===== src/rtl/tknp_pkg.sv =====
// Shared types and constants for the k-nearest-points selector.
// Used by tknp_dist, tknp_cell and top_k_nearest_points_top; no dependencies.
package tknp_pkg;

    localparam int MAX_KEEP   = 16;
    localparam int CELL_IDX_W = (MAX_KEEP > 1) ? $clog2(MAX_KEEP) : 1;
    localparam int COORD_W    = 16;
    localparam int DIST_W     = 32;
    localparam int KEEP_W     = 5;
    localparam int PADDR_W    = 3;

    localparam logic [0:0] REG_KEEP_COUNT = 1'b0;

    typedef struct packed {
        logic                valid;
        logic                last;
        logic [COORD_W-1:0]  x;
        logic [COORD_W-1:0]  y;
        logic [DIST_W-1:0]   sqdist;
    } point_t;

    typedef struct packed {
        logic                valid;
        logic                gt;
        logic [DIST_W-1:0]   sqdist;
        logic [COORD_W-1:0]  x;
        logic [COORD_W-1:0]  y;
    } link_t;

    typedef struct packed {
        logic                insert;
        logic                grow;
        logic                drain;
        logic [DIST_W-1:0]   sqdist;
        logic [COORD_W-1:0]  x;
        logic [COORD_W-1:0]  y;
    } ctrl_t;

    localparam link_t LINK_EMPTY = '0;

endpackage


===== src/rtl/tknp_dist.sv =====
// Squared-distance pipeline: magnitude, square, sum, one register per step.
// Depends on tknp_pkg.
module tknp_dist (
    input  logic                            clk,
    input  logic                            rst_n,
    input  logic                            take,
    input  logic [tknp_pkg::COORD_W-1:0]    x,
    input  logic [tknp_pkg::COORD_W-1:0]    y,
    input  logic                            last_point,
    output tknp_pkg::point_t                point,
    output logic                            last_inflight
);
    import tknp_pkg::*;

    logic               s1_valid_reg, s2_valid_reg, s3_valid_reg;
    logic               s1_last_reg, s2_last_reg, s3_last_reg;
    logic [COORD_W-1:0] s1_x_reg, s1_y_reg, s2_x_reg, s2_y_reg, s3_x_reg, s3_y_reg;
    logic [COORD_W-1:0] s1_ax_reg, s1_ay_reg;
    logic [DIST_W-1:0]  s2_sqx_reg, s2_sqy_reg, s3_dist_reg;
    logic [COORD_W-1:0] ax_next, ay_next;

    always_comb
    begin
        ax_next = x[COORD_W-1] ? (~x + COORD_W'(1)) : x;
        ay_next = y[COORD_W-1] ? (~y + COORD_W'(1)) : y;
    end

    always_ff @(posedge clk or negedge rst_n)
    begin
        if (!rst_n)
        begin
            s1_valid_reg <= 1'b0;
            s2_valid_reg <= 1'b0;
            s3_valid_reg <= 1'b0;
        end
        else
        begin
            s1_valid_reg <= take;
            s2_valid_reg <= s1_valid_reg;
            s3_valid_reg <= s2_valid_reg;
        end
    end

    always_ff @(posedge clk)
    begin
        s1_last_reg <= last_point;
        s1_x_reg    <= x;
        s1_y_reg    <= y;
        s1_ax_reg   <= ax_next;
        s1_ay_reg   <= ay_next;
        s2_last_reg <= s1_last_reg;
        s2_x_reg    <= s1_x_reg;
        s2_y_reg    <= s1_y_reg;
        s2_sqx_reg  <= {16'd0, s1_ax_reg} * {16'd0, s1_ax_reg};
        s2_sqy_reg  <= {16'd0, s1_ay_reg} * {16'd0, s1_ay_reg};
        s3_last_reg <= s2_last_reg;
        s3_x_reg    <= s2_x_reg;
        s3_y_reg    <= s2_y_reg;
        s3_dist_reg <= s2_sqx_reg + s2_sqy_reg;
    end

    always_comb
    begin
        point.valid   = s3_valid_reg;
        point.last    = s3_last_reg;
        point.x       = s3_x_reg;
        point.y       = s3_y_reg;
        point.sqdist  = s3_dist_reg;
        last_inflight = (s1_valid_reg && s1_last_reg) || (s2_valid_reg && s2_last_reg)
                        || (s3_valid_reg && s3_last_reg);
    end

endmodule


===== src/rtl/tknp_cell.sv =====
// One cell of the sorted chain: holds a kept point, inserts or shifts right.
// Depends on tknp_pkg.
module tknp_cell (
    input  logic              clk,
    input  logic              rst_n,
    input  tknp_pkg::ctrl_t   ctrl,
    input  tknp_pkg::link_t   prev_link,
    input  logic              first,
    input  logic              next_valid,
    output tknp_pkg::link_t   link,
    output logic              tail_hit
);
    import tknp_pkg::*;

    logic               valid_reg, valid_next;
    logic [DIST_W-1:0]  dist_reg, dist_next;
    logic [COORD_W-1:0] x_reg, x_next, y_reg, y_next;
    logic               gt, prev_open, take_prev, take_new;

    always_comb
    begin
        gt        = valid_reg && (dist_reg > ctrl.sqdist);
        prev_open = first || prev_link.valid;
        take_prev = ctrl.drain || (ctrl.insert && prev_link.gt);
        take_new  = ctrl.insert && prev_open && !prev_link.gt && (!valid_reg || gt);

        if (ctrl.drain)
            valid_next = prev_link.valid;
        else if (ctrl.insert && ctrl.grow && prev_open)
            valid_next = 1'b1;
        else
            valid_next = valid_reg;

        if (take_prev)
        begin
            dist_next = prev_link.sqdist;
            x_next    = prev_link.x;
            y_next    = prev_link.y;
        end
        else if (take_new)
        begin
            dist_next = ctrl.sqdist;
            x_next    = ctrl.x;
            y_next    = ctrl.y;
        end
        else
        begin
            dist_next = dist_reg;
            x_next    = x_reg;
            y_next    = y_reg;
        end

        link.valid  = valid_reg;
        link.gt     = gt;
        link.sqdist = dist_reg;
        link.x      = x_reg;
        link.y      = y_reg;
        tail_hit    = valid_reg && !next_valid && gt;
    end

    always_ff @(posedge clk or negedge rst_n)
    begin
        if (!rst_n)
            valid_reg <= 1'b0;
        else
            valid_reg <= valid_next;
    end

    always_ff @(posedge clk)
    begin
        dist_reg <= dist_next;
        x_reg    <= x_next;
        y_reg    <= y_next;
    end

endmodule


===== src/rtl/top_k_nearest_points_top.sv =====
// Top level of the k-nearest-points selector: config port, chain and output.
// Depends on tknp_pkg, tknp_dist and tknp_cell.
//
// A point is taken at each clock edge where start is high and busy is low, so
// points stream in at one per cycle. The squared distance takes three register
// stages, and the point is written into the sorted chain of MAX_KEEP cells as
// it leaves the last of them. Once a point marked last_point is taken, busy
// stays high until the chain has drained: it shifts toward its far end once
// per cycle, and each kept point appears on the result ports for a single
// cycle with out_valid high, farthest first, the nearest one with last_out
// high. The receiver cannot stall, so it must take every result in that cycle.
// The final result shows in the first cycle with busy low. The user must
// write keep_count only while the block is idle; the block does not enforce it.
module top_k_nearest_points_top (
    input  logic                           clk,
    input  logic                           rst_n,
    input  logic                           psel,
    input  logic                           penable,
    input  logic                           pwrite,
    input  logic [tknp_pkg::PADDR_W-1:0]   paddr,
    input  logic [31:0]                    pwdata,
    output logic [31:0]                    prdata,
    output logic                           pready,
    input  logic                           start,
    output logic                           busy,
    input  logic signed [15:0]             x,
    input  logic signed [15:0]             y,
    input  logic                           last_point,
    output logic                           out_valid,
    output logic signed [15:0]             out_x,
    output logic signed [15:0]             out_y,
    output logic [31:0]                    out_distance,
    output logic                           last_out
);
    import tknp_pkg::*;

    logic [KEEP_W-1:0]     keep_count_reg;
    logic                  drain_reg, drain_next;
    logic                  out_valid_reg, last_out_reg;
    logic [COORD_W-1:0]    out_x_reg, out_y_reg;
    logic [DIST_W-1:0]     out_dist_reg;
    logic                  take, last_inflight, full, any_tail_hit, any_prev_valid;
    logic [CELL_IDX_W-1:0] eff_idx;
    point_t                point;
    ctrl_t                 ctrl;
    link_t                 links      [MAX_KEEP];
    link_t                 prev_links [MAX_KEEP];
    logic [MAX_KEEP-1:0]   next_valids, tail_hits, valid_vec, firsts;

    assign pready = 1'b1;
    assign prdata = (paddr[2] == REG_KEEP_COUNT) ? 32'(keep_count_reg) : 32'd0;

    always_ff @(posedge clk or negedge rst_n)
    begin
        if (!rst_n)
            keep_count_reg <= KEEP_W'(1);
        else if (psel && penable && pwrite && pready && (paddr[2] == REG_KEEP_COUNT))
            keep_count_reg <= pwdata[KEEP_W-1:0];
    end

    assign take = start && !busy;
    assign busy = last_inflight || drain_reg;

    tknp_dist u_dist (
        .clk           (clk),
        .rst_n         (rst_n),
        .take          (take),
        .x             (x),
        .y             (y),
        .last_point    (last_point),
        .point         (point),
        .last_inflight (last_inflight)
    );

    always_comb
    begin
        if (keep_count_reg == '0)
            eff_idx = '0;
        else if (32'(keep_count_reg) > 32'(MAX_KEEP))
            eff_idx = CELL_IDX_W'(MAX_KEEP - 1);
        else
            eff_idx = CELL_IDX_W'(keep_count_reg - KEEP_W'(1));

        for (int i = 0; i < MAX_KEEP; i++)
        begin
            valid_vec[i]   = links[i].valid;
            prev_links[i]  = (i == 0) ? LINK_EMPTY : links[(i == 0) ? 0 : i - 1];
            next_valids[i] = (i == MAX_KEEP - 1) ? 1'b0
                             : links[(i == MAX_KEEP - 1) ? i : i + 1].valid;
            firsts[i]      = (i == 0);
        end

        full           = valid_vec[eff_idx];
        any_tail_hit   = |tail_hits;
        any_prev_valid = 1'b0;
        for (int i = 0; i < MAX_KEEP; i++)
            any_prev_valid = any_prev_valid | prev_links[i].valid;

        ctrl.insert = point.valid && (!full || any_tail_hit);
        ctrl.grow   = !full;
        ctrl.drain  = drain_reg;
        ctrl.sqdist = point.sqdist;
        ctrl.x      = point.x;
        ctrl.y      = point.y;

        if (drain_reg)
            drain_next = any_prev_valid;
        else
            drain_next = point.valid && point.last;
    end

    for (genvar g = 0; g < MAX_KEEP; g++)
    begin : g_cell
        tknp_cell u_cell (
            .clk        (clk),
            .rst_n      (rst_n),
            .ctrl       (ctrl),
            .prev_link  (prev_links[g]),
            .first      (firsts[g]),
            .next_valid (next_valids[g]),
            .link       (links[g]),
            .tail_hit   (tail_hits[g])
        );
    end

    always_ff @(posedge clk or negedge rst_n)
    begin
        if (!rst_n)
        begin
            drain_reg     <= 1'b0;
            out_valid_reg <= 1'b0;
        end
        else
        begin
            drain_reg     <= drain_next;
            out_valid_reg <= drain_reg && links[MAX_KEEP-1].valid;
        end
    end

    always_ff @(posedge clk)
    begin
        out_x_reg    <= links[MAX_KEEP-1].x;
        out_y_reg    <= links[MAX_KEEP-1].y;
        out_dist_reg <= links[MAX_KEEP-1].sqdist;
        last_out_reg <= !prev_links[MAX_KEEP-1].valid;
    end

    assign out_valid    = out_valid_reg;
    assign out_x        = out_x_reg;
    assign out_y        = out_y_reg;
    assign out_distance = out_dist_reg;
    assign last_out     = out_valid_reg && last_out_reg;

    assert property (@(posedge clk) disable iff (!rst_n)
        !drain_reg |-> $onehot({1'b0, valid_vec} + (MAX_KEEP + 1)'(1)))
        else $error("kept cells do not form a prefix of the chain");

    assert property (@(posedge clk) disable iff (!rst_n)
        !(drain_reg && point.valid))
        else $error("point reached the chain while it was draining");

    assert property (@(posedge clk) disable iff (!rst_n)
        drain_reg && !drain_next |=> valid_vec == '0)
        else $error("chain not empty after draining");

    assert property (@(posedge clk) disable iff (!rst_n)
        out_valid && last_out |=> !out_valid)
        else $error("result after the final item of a run");

endmodule

===== config.mk =====
export PLATFORM = sky130hd
export DESIGN_NAME = top_k_nearest_points_top
export DESIGN_NICKNAME = d
export VERILOG_FILES = /design/src/rtl/tknp_pkg.sv /design/src/rtl/tknp_dist.sv /design/src/rtl/tknp_cell.sv /design/src/rtl/top_k_nearest_points_top.sv
export SDC_FILE = /design/constraint.sdc
export NUM_CORES = 2
export LEC_CHECK = 0
export BUFFER_PORTS_ARGS = -buffer_cell sky130_fd_sc_hd__buf_4
export CAP_MARGIN = 20
export CORE_UTILIZATION = 30
export CTS_CLUSTER_DIAMETER = 60
export DETAILED_ROUTE_END_ITERATION = 6
export SYNTH_ARGS = -nofsm -noshare
export SYNTH_HDL_FRONTEND = slang
export SYNTH_SLANG_ARGS = --single-unit

===== constraint.sdc =====
create_clock -name clk -period 7.65 [get_ports clk]
set_input_delay 1.1475 -clock clk [delete_from_list [all_inputs] [get_ports clk]]
set_output_delay 1.1475 -clock clk [all_outputs]
set_load 0.02 [all_outputs]

==> results by group <==
Placement
  • GPL Wtd Cong: 0.928
  • HPWL Detailed: 170000 um
  • Cell Count Post-Placement: 9686
  • Port-buffer cells: 116
  • Placed Instance Area: 83100 um2

Timing
  • Final hold violation count: 0
  • Fmax: 143 MHz
  • Worst-margin pin slew: 1.20 ns
  • Slew Limit Fails: 0
  • Setup Viol. Count Final: 0
  • Post-route minimum period: 6.97 ns
  • RSZ-0062 raised after global routing: no
  • Skew final: 0.0440 ns
  • Rel. slew slack: 0.201
  • Period utilization: 0.912

CTS
  • H-Tree Level Count: 4
  • Hold_buf cts: 0
  • Clock buffer depth: 3
  • Sink Count: 1336
  • Clk pin slew, worst setup/hold paths: 0.06 ns
  • Post-CTS Setup Repair Bufs: 0
  • CTS tree: built
  • Clock root cell: clkbuf_16
  • Worst-skew pair later-pin latency: 0.82 ns
  • Post-CTS sizing: 0
  • Num CTS Buffers: 154

Cells and area
  • Design Area, Final: 88500 um2
  • Layout Nets: 7607
  • Layout area overhead: 14.4%
  • Share of layout cells above drive strength 1: 0.126
  • Max reg flops: 512
  • Final Util: 0.345
  • Non-Filler Instances: 9981

Global routing
  • First-pass GRT wire length: 361000 um
  • Total congestion overflow: 0
  • Largest net degree at the start of global routing: 105
  • Initial antenna violation count: 24
  • GRT Total Usage: 0.188
  • Vias in the first global route: 54.6k

Yosys
  • Yosys Warn Count: 0
  • Post-synth EDFFs: 960
  • Post-synthesis sequential area ratio: 0.472
  • Yosys reg bits: 1336
  • Synthesized instance count: 6306
  • Ys async rst share: 0.0195
  • Synth Flop Type: edfxtp_1
  • Area leader, netlist: edfxtp_1
  • Distinct cell type count after synthesis: 88
  • Syn avg cell area: 12.3 um2
  • Post-synth top area share: 0.373
  • Top cells by area, synth: edfxtp_1, ha_1, dfxtp_1
  • Post-Syn Area: 77300 um2

Run
  • MaxCap Viol Count: 0

Route
  • DRT antenna net count: 0
  • First-pass DRT Iterations: 5
  • DRT iter0 DRCs: 5492
  • Vias/cell: 5.43
  • Routed vias: 54.2k
  • WL final: 248000 um
  • # DRC: 0
  • DR WL/cell: 24.9 um

Floorplanning
  • Core box area: 257000 um2
  • Die area: 260000 um2
  • Die Y: 510 um
  • Standard-cell rows: 186
  • Initial Util: 0.301
  • Die width: 510 um
  • Boundary Pins: 174

Worst setup path
  • Worst EP arrival: 7.65 ns
  • Crit-path max FO: 18
  • Crit-path most repeated cell: fa_1
  • R2R depth: 20
  • Critical path data required time: 8.33 ns
  • Setup crit start kind: flop
  • Flop-to-flop setup slack: 0.68 ns
  • Crit-path cells: nand2_1 -> fa_1 -> inv_1 -> fa_1 -> fa_1 -> fa_1 -> fa_1 -> inv_1 -> fa_1 -> inv_1 -> ha_1 -> and4_1 -> nand4_1 -> or2_2 -> o221ai_1 -> a21oi_1 -> a211oi_1 -> a21o_1 -> a21oi_1 -> xnor2_1
  • Crit Reg-Reg Endpoint: u_dist.s2_sqx_reg[31]
  • Critical Path Max Stage Delay: 0.93 ns
  • Endpoint type of the worst setup path: flop
  • Critical Setup Path Class: reg2reg
  • CP max-delay cell: dfxtp_1
  • Origin of the critical flop-to-flop path: u_dist.s1_ax_reg[4]

Run status
  • Status: completed

Worst hold path
  • HP Class: in2async
-- cells in the mapped netlist (all sizes together), types with 8 or more instances --
cell and instances:
a2111oi 9, a211oi 36, a21o 90, a21oi 226, a22o 393, a22oi 10
a31o 8, a31oi 15, and2 112, and3 20, buf 94, clkbuf 198
dfrtp 25, dfxtp 350, edfxtp 960, fa 328, ha 744, inv 588
mux2 264, mux2i 67, nand2 399, nand2b 22, nand3 78, nand4 102
nor2 167, nor2b 87, nor3 53, nor3b 8, nor4 32, o211ai 32
o21a 26, o21ai 145, o21bai 10, o22ai 9, o2bb2ai 320, o31ai 20
or2 21, or3 11, or4 13, xnor2 92, xor2 29
-- metrics by stage --
stage | setup slack, ns | hold slack [ns] | setup TNS [ns]
2_1_floorplan | -0.322 | 0.310 | -164.12
3_3_place_gp | 0.730 | 0.312 | 0
3_5_place_dp | 0.689 | 0.313 | 0
4_1_cts | 0.665 | 0.212 | 0
5_1_grt | 0.326 | 0.245 | 0
6_report | 0.675 | 0.255 | 0
-- how the worst max path moves through the flow --
stage | start | to | slack [ns] | cells past startpoint
2_1_floorplan | u_dist.s3_dist_reg[27] | g_cell[9].u_cell.dist_reg[0] | -0.32 | 12
3_3_place_gp | u_dist.s1_ax_reg[1] | u_dist.s2_sqx_reg[31] | 0.73 | 20
3_5_place_dp | u_dist.s1_ax_reg[4] | u_dist.s2_sqx_reg[31] | 0.69 | 20
4_1_cts | u_dist.s1_ax_reg[4] | u_dist.s2_sqx_reg[31] | 0.67 | 20
5_1_grt | u_dist.s1_ax_reg[1] | u_dist.s2_sqx_reg[31] | 0.33 | 20
6_report | u_dist.s1_ax_reg[4] | u_dist.s2_sqx_reg[31] | 0.68 | 20
-- layout by cell type, fill, tap and decap left out, drive strengths merged, types with 13 or more instances in the layout --
cell type    n
dfxtp      350
o2bb2ai    320
nor4        32
nor3        53
mux2       264
nand3       78
xor2        29
a22o       393
o21ai      145
a21oi      226
nor2b       87
buf        265
o21a        26
edfxtp     960
and2       112
nor2       167
dfrtp       25
mux2i       67
o31ai       20
a31oi       15
nand2      399
conb        28
a21o        90
nand4      102
bufinv      18
a211oi      36
or4         13
clkbuf     215
ha         744
fa         328
inv        603
clkinv      34
or2         21
and3        20
nand2b      22
o211ai      32
xnor2       92
-- metal layers --
metal	vias up	global-route usage	share of wire
li1	23600	-	-
met1	27500	0.251	0.42
met2	2632	0.297	0.45
met3	455	0.0403	0.096
met4	0	0.0683	0.036
met5	-	0	0
-- worst max-delay path, delay by kind of cell, from the launching register on --
family | cells | cell delay [ns]
flops | 1 | 0.93
fa+ha+maj | 7 | 3.59
compound gates | 5 | 1.16
xor+xnor | 1 | 0.12
buf+inv | 3 | 0.16
simple gates | 4 | 0.88
-- cell families (layout without fill, tap and decap cells) --
group           count (synthesis)  in the layout  share of synthesized area
mux                           331            331                     0.0500
compound gates               1414           1414                      0.139
other cells                     2             33                  0.0000971
fa+ha+maj                    1074           1074                      0.205
flops                        1336           1336                      0.472
buf+inv                       880           1140                     0.0465
simple gates                 1148           1148                     0.0737
xor+xnor                      121            121                     0.0137
-- final cells by class --
cell class              count  area, um2
repair buffers            265       2510
well taps                3384       4230
multi-input cells        4116      37700
diodes                      5       12.5
clock inverters            72        982
flip-flops and latches   1336      36500
inverters                 588       2210
clock buffers             215       4350
fillers                 24800     168000
Power is left out: the tool's default activity adds up to more than one toggle a clock period on the data nets, which glitch-free logic cannot reach.
